==> src/rtl/ctt_pkg.sv <==
// ----------------------------------------------------------------------------
// ctt_pkg: shared types and constants of the text tokenizer
// Result kinds, tokenizer modes, register indexes and the result record.
// ----------------------------------------------------------------------------
package ctt_pkg;

  typedef enum logic [2:0] {
    KIND_TBYTE = 3'd0,
    KIND_TEND  = 3'd1,
    KIND_DELIM = 3'd2,
    KIND_CBYTE = 3'd3,
    KIND_CEND  = 3'd4,
    KIND_QERR  = 3'd5
  } kind_t;

  typedef enum logic [1:0] {
    MODE_BETWEEN = 2'd0,
    MODE_BARE    = 2'd1,
    MODE_QUOTED  = 2'd2,
    MODE_COMMENT = 2'd3
  } mode_t;

  typedef enum logic [2:0] {
    REG_SKIP   = 3'd0,
    REG_SINGLE = 3'd1,
    REG_QUOTE  = 3'd2,
    REG_OPEN   = 3'd3,
    REG_CLOSE  = 3'd4,
    REG_ENABLE = 3'd5,
    REG_KEEP   = 3'd6
  } reg_idx_t;

  localparam int unsigned NUM_SETS   = 5;
  localparam int unsigned SET_SKIP   = 0;
  localparam int unsigned SET_SINGLE = 1;
  localparam int unsigned SET_QUOTE  = 2;
  localparam int unsigned SET_OPEN   = 3;
  localparam int unsigned SET_CLOSE  = 4;

  localparam int unsigned FIFO_DEPTH = 4;
  localparam int unsigned FIFO_AW    = 2;
  localparam int unsigned FIFO_CW    = 3;

  typedef struct packed {
    kind_t      kind;
    logic [7:0] data;
    logic       quoted;
    logic       last;
  } result_t;

endpackage

==> src/rtl/configurable_text_tokenizer_unit.sv <==
// ----------------------------------------------------------------------------
// configurable_text_tokenizer_unit: delimiter, quote and comment tokenizer
// Classifies one byte per beat against five configurable character sets and
// emits token, delimiter and comment results through a small result queue.
// ----------------------------------------------------------------------------
// Each input beat writes its results into the result queue, which offers them in order.
// Throughput: one input beat per cycle while results drain at one per cycle;
// a beat with two results takes two queue entries, and the input
// stalls while fewer than two of the four result queue entries are free.
// Reset (synchronous, rst high): the tokenizer state, the queue and all
// configuration registers clear at once; no clearing pass is needed.
module configurable_text_tokenizer_unit #(
  parameter int unsigned MAX_DEPTH = 255,
  parameter int unsigned SET_SLOTS = 8
) (
  input  logic        clk,
  input  logic        rst,
  // input channel
  input  logic        in_valid,
  output logic        in_ready,
  input  logic [7:0]  in_byte,
  input  logic        stream_end,
  // result channel
  output logic        out_valid,
  input  logic        out_ready,
  output logic [2:0]  kind,
  output logic [7:0]  out_byte,
  output logic        quoted,
  output logic        last,
  // configuration port
  input  logic        psel,
  input  logic        penable,
  input  logic        pwrite,
  input  logic [5:0]  paddr,
  input  logic [63:0] pwdata,
  output logic [63:0] prdata,
  output logic        pready
);
  import ctt_pkg::*;

  localparam int unsigned DEPTH_W = $clog2(MAX_DEPTH + 1);

  // configuration registers
  logic [63:0] skip_set, single_set, quote_set, open_set, close_set;
  logic [39:0] slot_enables;
  logic        keep_comments;

  // tokenizer state
  mode_t               mode, mode_next;
  logic [DEPTH_W-1:0]  comment_depth, comment_depth_next;
  logic [7:0]          open_quote, open_quote_next;
  logic                token_nonempty, token_nonempty_next;
  logic                quote_seen, quote_seen_next;

  // result queue
  result_t              fifo_mem [FIFO_DEPTH];
  logic [FIFO_AW-1:0]   rd_ptr, wr_ptr;
  logic [FIFO_CW-1:0]   count, count_next;

  logic        accept, pop;
  logic        cfg_wr;
  reg_idx_t    cfg_idx;
  logic [NUM_SETS-1:0] hit;
  logic [63:0] set_val [NUM_SETS];
  result_t     res0, res1;
  logic [1:0]  res_cnt;
  logic        dec_zero;

  assign pready  = 1'b1;
  assign cfg_idx = reg_idx_t'(paddr[5:3]);
  assign cfg_wr  = psel && penable && pwrite && pready;

  always_ff @(posedge clk) begin
    if (rst) begin
      skip_set      <= '0;
      single_set    <= '0;
      quote_set     <= '0;
      open_set      <= '0;
      close_set     <= '0;
      slot_enables  <= '0;
      keep_comments <= 1'b0;
    end else if (cfg_wr) begin
      case (cfg_idx)
        REG_SKIP:   skip_set      <= pwdata;
        REG_SINGLE: single_set    <= pwdata;
        REG_QUOTE:  quote_set     <= pwdata;
        REG_OPEN:   open_set      <= pwdata;
        REG_CLOSE:  close_set     <= pwdata;
        REG_ENABLE: slot_enables  <= pwdata[39:0];
        REG_KEEP:   keep_comments <= pwdata[0];
        default:    ;
      endcase
    end
  end

  always_comb begin
    case (cfg_idx)
      REG_SKIP:   prdata = skip_set;
      REG_SINGLE: prdata = single_set;
      REG_QUOTE:  prdata = quote_set;
      REG_OPEN:   prdata = open_set;
      REG_CLOSE:  prdata = close_set;
      REG_ENABLE: prdata = {24'd0, slot_enables};
      REG_KEEP:   prdata = {63'd0, keep_comments};
      default:    prdata = '0;
    endcase
  end

  // Set membership: every enabled slot is compared in parallel.
  assign set_val[SET_SKIP]   = skip_set;
  assign set_val[SET_SINGLE] = single_set;
  assign set_val[SET_QUOTE]  = quote_set;
  assign set_val[SET_OPEN]   = open_set;
  assign set_val[SET_CLOSE]  = close_set;

  always_comb begin
    hit = '0;
    for (int s = 0; s < NUM_SETS; s++) begin
      for (int i = 0; i < SET_SLOTS; i++) begin
        if (slot_enables[8*s+i] && (set_val[s][8*i +: 8] == in_byte)) begin
          hit[s] = 1'b1;
        end
      end
    end
  end

  assign dec_zero = (comment_depth <= DEPTH_W'(1));

  // Next state of the tokenizer for the current input beat.
  always_comb begin
    mode_next           = mode;
    comment_depth_next  = comment_depth;
    open_quote_next     = open_quote;
    token_nonempty_next = token_nonempty;
    quote_seen_next     = quote_seen;
    if (stream_end) begin
      mode_next           = MODE_BETWEEN;
      comment_depth_next  = '0;
      open_quote_next     = '0;
      token_nonempty_next = 1'b0;
      quote_seen_next     = 1'b0;
    end else begin
      case (mode)
        MODE_BARE: begin
          if (hit[SET_SKIP] || hit[SET_SINGLE]) begin
            token_nonempty_next = 1'b0;
            mode_next           = MODE_BETWEEN;
          end else if (hit[SET_OPEN]) begin
            mode_next          = MODE_COMMENT;
            comment_depth_next = DEPTH_W'(1);
          end else begin
            token_nonempty_next = 1'b1;
          end
        end
        MODE_QUOTED: begin
          if (quote_seen) begin
            quote_seen_next = 1'b0;
            if (in_byte != open_quote) begin
              // Closing quote confirmed: this byte is classified as if between tokens.
              open_quote_next     = '0;
              token_nonempty_next = 1'b0;
              if (hit[SET_SKIP] || hit[SET_SINGLE]) begin
                mode_next = MODE_BETWEEN;
              end else if (hit[SET_QUOTE]) begin
                open_quote_next = in_byte;
              end else if (hit[SET_OPEN]) begin
                mode_next          = MODE_COMMENT;
                comment_depth_next = DEPTH_W'(1);
              end else begin
                mode_next           = MODE_BARE;
                token_nonempty_next = 1'b1;
              end
            end
          end else if (in_byte == open_quote) begin
            quote_seen_next = 1'b1;
          end
        end
        MODE_COMMENT: begin
          if (hit[SET_CLOSE]) begin
            if (comment_depth != '0) begin
              comment_depth_next = comment_depth - DEPTH_W'(1);
            end
            if (dec_zero) begin
              mode_next = MODE_BARE;
            end
          end else if (hit[SET_OPEN]) begin
            if (comment_depth < DEPTH_W'(MAX_DEPTH)) begin
              comment_depth_next = comment_depth + DEPTH_W'(1);
            end
          end
        end
        default: begin
          token_nonempty_next = 1'b0;
          if (hit[SET_SKIP] || hit[SET_SINGLE]) begin
            mode_next = MODE_BETWEEN;
          end else if (hit[SET_QUOTE]) begin
            mode_next       = MODE_QUOTED;
            open_quote_next = in_byte;
            quote_seen_next = 1'b0;
          end else if (hit[SET_OPEN]) begin
            mode_next          = MODE_COMMENT;
            comment_depth_next = DEPTH_W'(1);
          end else begin
            mode_next           = MODE_BARE;
            token_nonempty_next = 1'b1;
          end
        end
      endcase
    end
  end

  // Results of the current input beat, at most two, in order.
  always_comb begin
    res0    = '{kind: KIND_TBYTE, data: 8'd0, quoted: 1'b0, last: 1'b0};
    res1    = '{kind: KIND_TBYTE, data: 8'd0, quoted: 1'b0, last: 1'b0};
    res_cnt = 2'd0;
    if (stream_end) begin
      case (mode)
        MODE_BARE: begin
          if (token_nonempty) begin
            res0.kind = KIND_TEND;
            res_cnt   = 2'd1;
          end
        end
        MODE_QUOTED: begin
          if (quote_seen) begin
            res0.kind   = KIND_TEND;
            res0.quoted = 1'b1;
          end else begin
            res0.kind = KIND_QERR;
          end
          res_cnt = 2'd1;
        end
        MODE_COMMENT: begin
          if (keep_comments) begin
            res0.kind = KIND_CEND;
            res1.kind = KIND_TEND;
            res_cnt   = token_nonempty ? 2'd2 : 2'd1;
          end else if (token_nonempty) begin
            res0.kind = KIND_TEND;
            res_cnt   = 2'd1;
          end
        end
        default: ;
      endcase
    end else begin
      case (mode)
        MODE_BARE: begin
          if (hit[SET_SKIP]) begin
            res0.kind = KIND_TEND;
            res_cnt   = token_nonempty ? 2'd1 : 2'd0;
          end else if (hit[SET_SINGLE]) begin
            if (token_nonempty) begin
              res0.kind = KIND_TEND;
              res1.kind = KIND_DELIM;
              res1.data = in_byte;
              res_cnt   = 2'd2;
            end else begin
              res0.kind = KIND_DELIM;
              res0.data = in_byte;
              res_cnt   = 2'd1;
            end
          end else if (!hit[SET_OPEN]) begin
            res0.kind = KIND_TBYTE;
            res0.data = in_byte;
            res_cnt   = 2'd1;
          end
        end
        MODE_QUOTED: begin
          if (quote_seen && (in_byte != open_quote)) begin
            res0.kind   = KIND_TEND;
            res0.quoted = 1'b1;
            res_cnt     = 2'd1;
            if (hit[SET_SKIP]) begin
              res_cnt = 2'd1;
            end else if (hit[SET_SINGLE]) begin
              res1.kind = KIND_DELIM;
              res1.data = in_byte;
              res_cnt   = 2'd2;
            end else if (!hit[SET_QUOTE] && !hit[SET_OPEN]) begin
              res1.kind = KIND_TBYTE;
              res1.data = in_byte;
              res_cnt   = 2'd2;
            end
          end else if (quote_seen || (in_byte != open_quote)) begin
            // Either a doubled quote or an ordinary byte inside the quotes.
            res0.kind   = KIND_TBYTE;
            res0.data   = in_byte;
            res0.quoted = 1'b1;
            res_cnt     = 2'd1;
          end
        end
        MODE_COMMENT: begin
          if (hit[SET_CLOSE]) begin
            if (dec_zero && keep_comments) begin
              res0.kind = KIND_CEND;
              res_cnt   = 2'd1;
            end
          end else if (!hit[SET_OPEN] && keep_comments) begin
            res0.kind = KIND_CBYTE;
            res0.data = in_byte;
            res_cnt   = 2'd1;
          end
        end
        default: begin
          if (hit[SET_SINGLE] && !hit[SET_SKIP]) begin
            res0.kind = KIND_DELIM;
            res0.data = in_byte;
            res_cnt   = 2'd1;
          end else if (!hit[SET_SKIP] && !hit[SET_QUOTE] && !hit[SET_OPEN]) begin
            res0.kind = KIND_TBYTE;
            res0.data = in_byte;
            res_cnt   = 2'd1;
          end
        end
      endcase
    end
    if (res_cnt == 2'd2) begin
      res1.last = 1'b1;
    end else begin
      res0.last = 1'b1;
    end
  end

  assign in_ready = (count <= FIFO_CW'(FIFO_DEPTH - 2));
  assign accept   = in_valid && in_ready;
  assign out_valid = (count != '0);
  assign pop      = out_valid && out_ready;

  always_ff @(posedge clk) begin
    if (rst) begin
      mode           <= MODE_BETWEEN;
      comment_depth  <= '0;
      open_quote     <= '0;
      token_nonempty <= 1'b0;
      quote_seen     <= 1'b0;
    end else if (accept) begin
      mode           <= mode_next;
      comment_depth  <= comment_depth_next;
      open_quote     <= open_quote_next;
      token_nonempty <= token_nonempty_next;
      quote_seen     <= quote_seen_next;
    end
  end

  always_comb begin
    count_next = count;
    if (accept) begin
      count_next = count_next + FIFO_CW'(res_cnt);
    end
    if (pop) begin
      count_next = count_next - FIFO_CW'(1);
    end
  end

  always_ff @(posedge clk) begin
    if (rst) begin
      rd_ptr <= '0;
      wr_ptr <= '0;
      count  <= '0;
    end else begin
      count <= count_next;
      if (pop) begin
        rd_ptr <= rd_ptr + FIFO_AW'(1);
      end
      if (accept) begin
        wr_ptr <= wr_ptr + FIFO_AW'(res_cnt);
      end
    end
  end

  always_ff @(posedge clk) begin
    if (accept && (res_cnt != 2'd0)) begin
      fifo_mem[wr_ptr] <= res0;
    end
    if (accept && (res_cnt == 2'd2)) begin
      fifo_mem[wr_ptr + FIFO_AW'(1)] <= res1;
    end
  end

  assign kind     = fifo_mem[rd_ptr].kind;
  assign out_byte = fifo_mem[rd_ptr].data;
  assign quoted   = fifo_mem[rd_ptr].quoted;
  assign last     = fifo_mem[rd_ptr].last;

endmodule

==> config.mk <==
export PLATFORM = sky130hd
export DESIGN_NAME = configurable_text_tokenizer_unit
export DESIGN_NICKNAME = d
export VERILOG_FILES = /design/src/rtl/ctt_pkg.sv /design/src/rtl/configurable_text_tokenizer_unit.sv
export SDC_FILE = /design/constraint.sdc
export NUM_CORES = 1
export LEC_CHECK = 0
export BUFFER_PORTS_ARGS = -buffer_cell sky130_fd_sc_hd__buf_2
export CORE_ASPECT_RATIO = 1.2
export CORE_MARGIN = 5
export CORE_UTILIZATION = 56
export DETAILED_ROUTE_END_ITERATION = 10
export GPL_ROUTABILITY_DRIVEN = 1
export GPL_TIMING_DRIVEN = 1
export PLACE_DENSITY = 0.72
export SYNTH_ARGS = -nofsm -noshare
export SYNTH_HDL_FRONTEND = slang
export SYNTH_SLANG_ARGS = --single-unit
==> constraint.sdc <==
create_clock -name clk -period 8.83 [get_ports clk]
set_input_delay 0.883 -clock clk [delete_from_list [all_inputs] [get_ports clk]]
set_output_delay 0.883 -clock clk [all_outputs]
set_load 0.05 [all_outputs]
Yosys cells after proc, flatten, opt, wreduce, memory -nomap -nowiden. Memory sizes are Yosys's and may differ from the RTL's. A register that Yosys moved wholly into a read port is not among the register bits. Index checks and enable logic that the tools add are counted.

Register bits after elaboration: 388. Memory bits (writable): 52. Memories kept: 1. Input port bits: 86.

Memory list: fifo_mem (words 4, bits a word 13, read ports 1, clocked after Yosys merged registers in 1, write ports 2, RTL line configurable_text_tokenizer_unit.sv:56) `result_t fifo_mem [FIFO_DEPTH];`.

$lt $le $gt $ge: 3. Mux-type cells: 157. Add/subtract/negate cells: 7. Eq/ne operators: 66. Reductions and logical operators: 76.

Operators with widths (number): one-hot mux 64 bit (7 select lines) (1); == test 8 bit (41); two-way mux 8 bit (27); two-way mux 10 bit (8); two-way mux 1 bit (74); logical AND 1 bit (53); two-way mux 2 bit (26); one-hot mux 11 bit (3 select lines) (1); two-way mux 3 bit (9); != test 4 bit, second input constant (6); one-hot mux 8 bit (3 select lines) (1); one-hot mux 10 bit (2 select lines) (1); one-hot mux 2 bit (3 select lines) (3); one-hot mux 8 bit (2 select lines) (1); != test 3 bit, second input constant (5); AND reduction 2 bit (7); AND reduction 7 bit (2); two-way mux 11 bit (1); == test 3 bit, second input constant (3); two-way mux 9 bit (1); one-hot mux 3 bit (3 select lines) (1); adder 8 x 1 -> 8 bit, second input constant (1); less-or-equal comparator 8 x 1 -> 1 bit, second input constant (1); less-than comparator 8 bit, second input constant (1); 26 further kinds (34).

Logic depth before layout (Yosys ltp). Gate-level depths: netlist of the first run.

Word-level depth: 22. Gate-level depth with buffers: 21. Mapped depth without buffers: 18.

Worst setup path after synthesis of the first run. Ideal clock, no wire load.

Kind: input port to flip-flop. From: input in_byte[4]. To: register count[1]. Setup time: 0.086 ns. Cell stages on the path: 20. Data arrival time: 4.369 ns. Setup slack: 4.375 ns. Data required time: 8.744 ns. Cell sequence: buf_6 > buf_12 > buf_12 > xnor2_1 > nand4_1 > nor3_1 > a31oi_2 > nand3_2 > buf_6 > o211a_1 > a211oi_4 > a21oi_1 > nor2_1 > inv_1 > ha_1 > fa_1 > mux2i_1 > ha_1 > and3_1 > a211oi_1.

Word-level cells in the longest chain between the ends: 22.

Ends and longest elaborated chain: start: declaration (RTL line configurable_text_tokenizer_unit.sv:21) `input logic [7:0] in_byte,`; == test 8 bit (RTL line configurable_text_tokenizer_unit.sv:120) `if (slot_enables[8*s+i] && (set_val[s][8*i +: 8] == in_byte)) begin`; logical AND 1 bit (RTL line configurable_text_tokenizer_unit.sv:120); two-way mux 1 bit (8 in series) (RTL line configurable_text_tokenizer_unit.sv:120); zero test 1 bit, on equally long branches (RTL line configurable_text_tokenizer_unit.sv:280, configurable_text_tokenizer_unit.sv:310, configurable_text_tokenizer_unit.sv:299); logical AND 1 bit (RTL line configurable_text_tokenizer_unit.sv:280) `end else if (!hit[SET_QUOTE] && !hit[SET_OPEN]) begin`; two-way mux 2 bit (RTL line configurable_text_tokenizer_unit.sv:280); two-way mux 2 bit (RTL line configurable_text_tokenizer_unit.sv:276) `end else if (hit[SET_SINGLE]) begin`; two-way mux 2 bit (RTL line configurable_text_tokenizer_unit.sv:274) `if (hit[SET_SKIP]) begin`; two-way mux 2 bit (RTL line configurable_text_tokenizer_unit.sv:270) `if (quote_seen && (in_byte != open_quote)) begin`; one-hot mux 2 bit (3 select lines) * (RTL line configurable_text_tokenizer_unit.sv:247) `case (mode)`; two-way mux 2 bit * (RTL line configurable_text_tokenizer_unit.sv:217) `if (stream_end) begin`; adder 3 x 2 -> 3 bit * (RTL line configurable_text_tokenizer_unit.sv:349) `count_next = count_next + FIFO_CW'(res_cnt);`; two-way mux 3 bit * (RTL line configurable_text_tokenizer_unit.sv:348) `if (accept) begin`; subtractor 3 x 1 -> 3 bit (RTL line configurable_text_tokenizer_unit.sv:352) `count_next = count_next - FIFO_CW'(1);`; two-way mux 3 bit * (RTL line configurable_text_tokenizer_unit.sv:351) `if (pop) begin`; end signal: assignment (RTL line configurable_text_tokenizer_unit.sv:362) `count <= count_next;`; end: declaration (RTL line configurable_text_tokenizer_unit.sv:58) `logic [FIFO_CW-1:0] count, count_next;`.

Every way passes the cells marked *; elsewhere a longest branch is shown, timed or not. A chain may end at the register's enable or synchronous reset.

Worst setup path after layout of the first run.
From: input in_byte[3]. To: register count[1].

The elaborated chain is that of the path after synthesis.

==> results of run 1 <==
[stage by stage]
step | std cells | instance area [um^2] | hold WS, ps
global placement | 3379 | 23860 | 457.8
floorplan | 2862 | 23160 | 449.1
CTS | 3463 | 25470 | 478.3
global route | 3464 | 25480 | 497.1
finish | 3468 | 25490 | 478.1
detailed placement | 3379 | 23860 | 469.8
[how the worst max path moves through the flow]
stage / startpoint / slack, ps / to
2_1_floorplan: in_byte[4] / 4380 / count[1]$_SDFF_PP0_
3_3_place_gp: in_byte[3] / 2610 / count[1]$_SDFF_PP0_
3_5_place_dp: in_byte[3] / 2500 / count[1]$_SDFF_PP0_
4_1_cts: in_byte[3] / 3090 / count[1]$_SDFF_PP0_
5_1_grt: in_byte[6] / 2660 / count[1]$_SDFF_PP0_
6_report: in_byte[3] / 2780 / count[1]$_SDFF_PP0_
[cell type report]
type                            count  share of cell area
Antenna cell                        5           0.0004909
Clock buffer                       65             0.05351
Clock inverter                     19            0.009818
Inverter                           14            0.002062
Multi-Input combinational cell   2184              0.4992
Sequential cell                   442              0.3645
Tap cell                          539             0.02646
Timing Repair Buffer              200             0.04399
[registers in the layout, indices dropped and copies added, names as in the netlist, 3 cells and up, named ones only]
| name | flops |
|---|---|
| fifo_mem | 52 |
| slot_enables | 40 |
| open_quote | 8 |
| single_set | 64 |
| quote_set | 64 |
| open_set | 64 |
| count | 3 |
| close_set | 64 |
| comment_depth | 8 |
| skip_set | 64 |
[synthesized netlist by cell type, types with 39 or more instances]
library cell | n | area (um^2)
nand2_1 | 798 | 2995
dfxtp_1 | 398 | 7968
a21oi_1 | 383 | 1917
xor2_1 | 193 | 1690
clkbuf_1 | 152 | 570.6
xnor2_1 | 147 | 1287
a22oi_1 | 118 | 885.9
nand3_1 | 59 | 295.3
nor3_1 | 54 | 270.3
nor2_1 | 52 | 195.2
nand4_1 | 46 | 287.8
edfxtp_1 | 44 | 1321
mux2i_1 | 42 | 420.4
o21ai_0 | 39 | 195.2
[per-layer routing]
metal,wire length (um),vias up,track usage
met1,29480,10340,0.4239
met4,4144,12,0.1512
li1,-,9851,-
met5,75,-,0
met2,36920,1374,0.5502
met3,8954,277,0.07111
[logic make-up after synthesis]
| group | share of synthesized area |
|---|---|
| mux | 0.03080 |
| flops | 0.4011 |
| fa+ha+maj | 0.007889 |
| xor+xnor | 0.1286 |
| simple gates | 0.2079 |
| buf+inv | 0.05171 |
| compound gates | 0.1718 |
| other cells | 0.0001619 |
[worst max-delay path, cell delays in order]
cell	delay, ps
buf_2	630
buf_4	510
xor2_1	120
nor4_1	710
a31oi_1	370
nand3_1	500
o211ai_1	230
a211oi_4	330
a21oi_1	220
nor2_1	350
inv_1	120
ha_1	220
fa_1	450
mux2i_1	230
ha_1	280
and3_1	160
a211oi_1	190
[power groups by stage]
| stage | registers [mW] | clock network, mW | logic (mW) |
|---|---|---|---|
| 6_report | 2.14 | 2.08 | 0.723 |
| 5_1_grt | 2.15 | 2.18 | 0.767 |
| 4_1_cts | 2.14 | 2.10 | 0.717 |
| 2_1_floorplan | 2.15 | 0 | 0.558 |
| 3_3_place_gp | 2.18 | 0 | 0.703 |
| 3_5_place_dp | 2.18 | 0 | 0.713 |
==> impl_metrics.env, run 1 <==
export IMPL_ctsHoldBuffers=0
export IMPL_pwr_share_clk=0.421
export IMPL_num_vias=21850
export IMPL_place_ws_ps=2502
export IMPL_chipWidth_um=195.6
export IMPL_ys_flop_type="dfxtp_1"
export IMPL_core_um2=40840
export IMPL_cap_violations=0
export IMPL_syn_num_nets=2962
export IMPL_path_clk_slew_ps=60
export IMPL_sw_frac_of_total=0.2810
export IMPL_via_per_inst=6.301
export IMPL_max_freq_mhz=165.3
export IMPL_tritoncts="built"
export IMPL_h_tree_depth=2
export IMPL_skew_ps=15.01
export IMPL_synthToLayoutAreaGrowth_pct=10.07
export IMPL_tns_ps=0
export IMPL_r2r_slack_ps=3820
export IMPL_r2r_end="count[1]$_SDFF_PP0_"
export IMPL_cts_buffers_inserted=46
export IMPL_cp_end_kind="flip-flop"
export IMPL_die_area_um2=45530
export IMPL_min_period_ps=6050
export IMPL_syn_inst=2862
export IMPL_internal_power_mw=3.557
export IMPL_cts_sinks=442
export IMPL_power_density_nw_per_um2=194.1
export IMPL_grt_pass1_vias=20960
export IMPL_avgSynthCellArea_um2=8.091
export IMPL_routabilityCongestion=0.9355
export IMPL_fin_util=0.6240
export IMPL_final_cell_mix="793 x nand2_1, 398 x dfxtp_1, 383 x a21oi_1"
export IMPL_hold_viol_final=0
export IMPL_hold_depth=2
export IMPL_fillCellCount=3563
export IMPL_grt_max_degree=116
export IMPL_fin_crit_sh=0.6851
export IMPL_hold_path_endpoint="slot_enables[18]$_SDFFE_PP0P_"
export IMPL_cp_arrival_ps=6540
export IMPL_die_y_um=232.8
export IMPL_reg2reg_depth=16
export IMPL_comb_power_share=0.146
export IMPL_tightest_slew_ps=1187
export IMPL_ys_ff_latch=442
export IMPL_drtIter0Drc=2623
export IMPL_timing_final_ws_setup_ps=2780
export IMPL_post_cts_resized=0
export IMPL_clockBufferDepth=3
export IMPL_grt_pass1_wl_mm=121.0
export IMPL_cts_root_buffer="clkbuf_16"
export IMPL_ys_types=74
export IMPL_final_nets=2988
export IMPL_leakage_nw=9.078
export IMPL_final_common_cell="nand2_1"
export IMPL_drive_gt1_frac=0.1118
export IMPL_wirelength_mm=79.57
export IMPL_yosysSeqAreaShare=0.4011
export IMPL_multi_input_area_um2=12720
export IMPL_clock_latency_ps=590
export IMPL_hpwl_mm=50.81
export IMPL_required_ps=9320
export IMPL_grt_total_usage=0.3346
export IMPL_async_flop_share=0
export IMPL_yosysWarningCount=0
export IMPL_cp_max_fo=21
export IMPL_row_count=81
export IMPL_io_pins=166
export IMPL_start_kind="input port"
export IMPL_overflow=0
export IMPL_firstDrtPassIters=8
export IMPL_synth_edf_count=44
export IMPL_finalPower_mw=4.947
export IMPL_synth_cell_area_um2=23160
export IMPL_rsz0062_at_grt="false"
export IMPL_postRouteAntennaNets=0
export IMPL_seqCellArea_um2=9289
export IMPL_drc_errors=0
export IMPL_setup_viol_count_final=0
export IMPL_hp_start="slot_enables[18]$_SDFFE_PP0P_"
export IMPL_cts_setup_buffers=0
export IMPL_drv_slew=0
export IMPL_hold_class="flip-flop to flip-flop"
export IMPL_seq_power_share=0.432
export IMPL_slew_headroom=0.2089
export IMPL_antenna_found_initial=9
export IMPL_p_switching_mw=1.390
export IMPL_r2r_start="close_set[12]$_SDFFE_PP0P_"
export IMPL_status="finished, final reports clean"
export IMPL_wl_per_cell_um=22.94
export IMPL_start_util=0.5670
export IMPL_ir_drop_uv=168.5
export IMPL_place_port_buffers=161
export IMPL_crit_type="input port to flip-flop"
Note: power is estimated with default switching activity, not from simulation.
==> inputs of run 2 (changes only) <==
--- a/config.mk
+++ b/config.mk
@@ -5,6 +5,7 @@
 export SDC_FILE = /design/constraint.sdc
 export NUM_CORES = 1
 export LEC_CHECK = 0
+export ABC_AREA = 1
 export BUFFER_PORTS_ARGS = -buffer_cell sky130_fd_sc_hd__buf_2
 export CORE_ASPECT_RATIO = 1.2
 export CORE_MARGIN = 5
@@ -12,7 +13,7 @@
 export DETAILED_ROUTE_END_ITERATION = 10
 export GPL_ROUTABILITY_DRIVEN = 1
 export GPL_TIMING_DRIVEN = 1
-export PLACE_DENSITY = 0.72
+export PLACE_DENSITY = 0.75
 export SYNTH_ARGS = -nofsm -noshare
 export SYNTH_HDL_FRONTEND = slang
 export SYNTH_SLANG_ARGS = --single-unit
==> constraint.sdc (replaced) <==
create_clock -name clk -period 5.44 [get_ports clk]
set_input_delay 0.544 -clock clk [delete_from_list [all_inputs] [get_ports clk]]
set_output_delay 0.544 -clock clk [all_outputs]
set_load 0.05 [all_outputs]
==> run 2 against run 1 <==
Net effect:
- power rose by 75%
- sequential cell count did not move
- sequential power rose by 65%
- count of clock-buffer cells in the layout rose by 8
- worst setup slack got worse by 1600 ps
- synthesized area rose by 8.1%
- combinational power rose by 140%
==> impl_metrics.env, run 2 <==
export IMPL_hpwl_mm=64.52
export IMPL_grt_max_degree=162
export IMPL_synth_area_mux_share=0.0003998
export IMPL_ys_types=60
export IMPL_routabilityCongestion=0.9737
export IMPL_async_flop_share=0
export IMPL_postRouteAntennaNets=0
export IMPL_grt_pass1_vias=24790
export IMPL_place_port_buffers=161
export IMPL_max_freq_mhz=236.3
export IMPL_required_ps=5970
export IMPL_synth_edf_count=44
export IMPL_rsz0062_at_grt="false"
export IMPL_final_common_cell="nand2_1"
export IMPL_ir_drop_uv=237.9
export IMPL_cpPeakStageDelay_ps=530
export IMPL_status="finished, final reports clean"
export IMPL_synthToLayoutAreaGrowth_pct=9.690
export IMPL_syn_inst=3737
export IMPL_power_density_nw_per_um2=315.5
export IMPL_path_common_cell="nand2_1"
export IMPL_clock_latency_ps=610
export IMPL_firstDrtPassIters=7
export IMPL_clockBufferDepth=3
export IMPL_leakage_nw=11.06
export IMPL_synth_simple_area_share=0.2488
export IMPL_min_period_ps=4231
export IMPL_ys_top_cells_by_count="684 x nand2_1, 543 x nor2_1, 464 x o21ai_0"
export IMPL_reg2reg_depth=24
export IMPL_post_cts_resized=0
export IMPL_chipWidth_um=203.0
export IMPL_drc_errors=0
export IMPL_wirelength_mm=97.20
export IMPL_syn_num_nets=3837
export IMPL_slew_headroom=0.2396
export IMPL_yosys_area_top_type_share=0.3182
export IMPL_tightest_slew_ps=1139
export IMPL_yosysWarningCount=0
export IMPL_ctsHoldBuffers=0
export IMPL_postLayoutCellArea_um2=27460
export IMPL_cts_sinks=442
export IMPL_ys_top_cells_by_area="dfxtp_1 32%, nand2_1 10%, o21ai_0 9.3%"
export IMPL_row_count=84
export IMPL_grt_total_usage=0.3761
export IMPL_synth_top_family_by_area="simple AND/OR/NAND/NOR gates"
export IMPL_cts_buffers_inserted=48
export IMPL_synth_largest_area_cell="dfxtp_1"
export IMPL_cp_end_kind="flip-flop"
export IMPL_die_area_um2=49060
export IMPL_synth_compound_area_frac=0.2350
export IMPL_final_cell_mix="682 x nand2_1, 539 x nor2_1, 464 x o21ai_0"
export IMPL_final_nets=3853
export IMPL_hold_class="input port to flip-flop"
export IMPL_fin_crit_sh=0.7778
export IMPL_cts_root_buffer="clkbuf_16"
export IMPL_skew_ps=25.97
export IMPL_drv_slew=0
export IMPL_drtIter0Drc=3345
export IMPL_wl_per_cell_um=22.32
export IMPL_tritoncts="built"
export IMPL_synthAdderAreaFrac=0.007296
export IMPL_num_vias=26810
export IMPL_crit_type="input port to flip-flop"
export IMPL_antenna_found_initial=5
export IMPL_drive_gt1_frac=0.09415
export IMPL_ys_flop_type="dfxtp_1"
export IMPL_path_clk_slew_ps=60
export IMPL_ys_ff_latch=442
export IMPL_grt_pass1_wl_mm=145.4
export IMPL_cp_arrival_ps=4760
export IMPL_via_per_inst=6.156
export IMPL_setup_viol_count_final=0
export IMPL_core_um2=44040
export IMPL_whs_ps=231.8
export IMPL_synthXorXnorAreaFrac=0.03358
export IMPL_h_tree_depth=2
export IMPL_cap_violations=0
export IMPL_start_util=0.5686
export IMPL_cp_max_fo=16
export IMPL_io_pins=166
export IMPL_die_y_um=241.6
export IMPL_cts_setup_buffers=0
export IMPL_tns_ps=0
export IMPL_dpl_instance_area_um2=25800
export IMPL_avgSynthCellArea_um2=6.700
export IMPL_cpMaxStageDelayCell="buf_2"
export IMPL_synth_cell_area_um2=25040
export IMPL_overflow=0
export IMPL_fin_util=0.6237
export IMPL_hold_depth=3
export IMPL_hold_viol_final=0
export IMPL_start_kind="input port"
export IMPL_yosysSeqAreaShare=0.3710
export IMPL_yosysMostFrequentCell="nand2_1"
==> run 2: cell types whose count changed after synthesis, sizes merged, moves of 57 or more <==
cell	previous run	this run
inv	14	356
nor2	52	551
nand3	63	140
xnor2	147	49
nand2	798	692
xor2	193	47
a21oi	384	327
o21ai	40	558
a22oi	118	1
==> run 2: cell type report <==
type,instances,area (um^2)
repair buffers,213,1246
fillers,4176,16570
flip-flops and latches,442,9289
clock buffers,73,1470
diodes,4,10.01
inverters,361,1385
clock inverters,16,178.9
multi-input cells,2687,13190
well taps,559,699.4
==> run 2: worst paths after layout <==
kind / slack, ps / start / to
setup / recovery: 1210 / in_byte[2] / count[1]$_SDFF_PP0_
hold reg to reg: 480 / open_quote[2]$_SDFFE_PP0P_ / open_quote[2]$_SDFFE_PP0P_
hold / removal: 230 / pwdata[40] / open_set[40]$_SDFFE_PP0P_
setup reg to reg: 1660 / skip_set[25]$_SDFFE_PP0P_ / count[1]$_SDFF_PP0_
==> run 2: kinds of logic after synthesis <==
logic type,after synthesis
AO/OA/AOI/OAI,1073
XOR/XNOR,96
adder cells (fa/ha/maj),14
buffers and inverters,608
flip-flops,442
multiplexers,1
other,1
AND/OR/NAND/NOR,1502
==> run 2: worst max-delay path, delay by kind of cell <==
kind / cells / cell delay [ps]
simple gates: 17 / 1890
buf+inv: 3 / 1120
fa+ha+maj: 3 / 860
mux: 1 / 190
compound gates: 1 / 130
==> run 2: stage by stage <==
stage	std cells	power, mW	setup slack (ps)
after floorplan	3737	4.806	2086
after global placement	4262	5.253	785.9
after detailed placement	4262	5.272	742.1
after CTS	4351	8.641	1365
after global routing	4354	8.954	975.7
final	4355	8.665	1209
==> run 2: report_power, final <==
part / leakage (nW) / internal [mW] / switching [mW]
Combinational: 6.67 / 0.431 / 1.27
Clock: 0.817 / 2.01 / 1.42
Sequential: 3.58 / 3.43 / 0.105
==> run 2: routing by layer <==
layer  global-route usage  part of all wire  routed length (um)  up-vias
met3              0.07083              0.11               10960      502
met5                    0           0.00013                  13        -
met1               0.4519              0.36               34600    12050
met2               0.5998              0.44               42910     1785
li1                     -                 -                   -    12470
met4               0.2762             0.090                8711        2
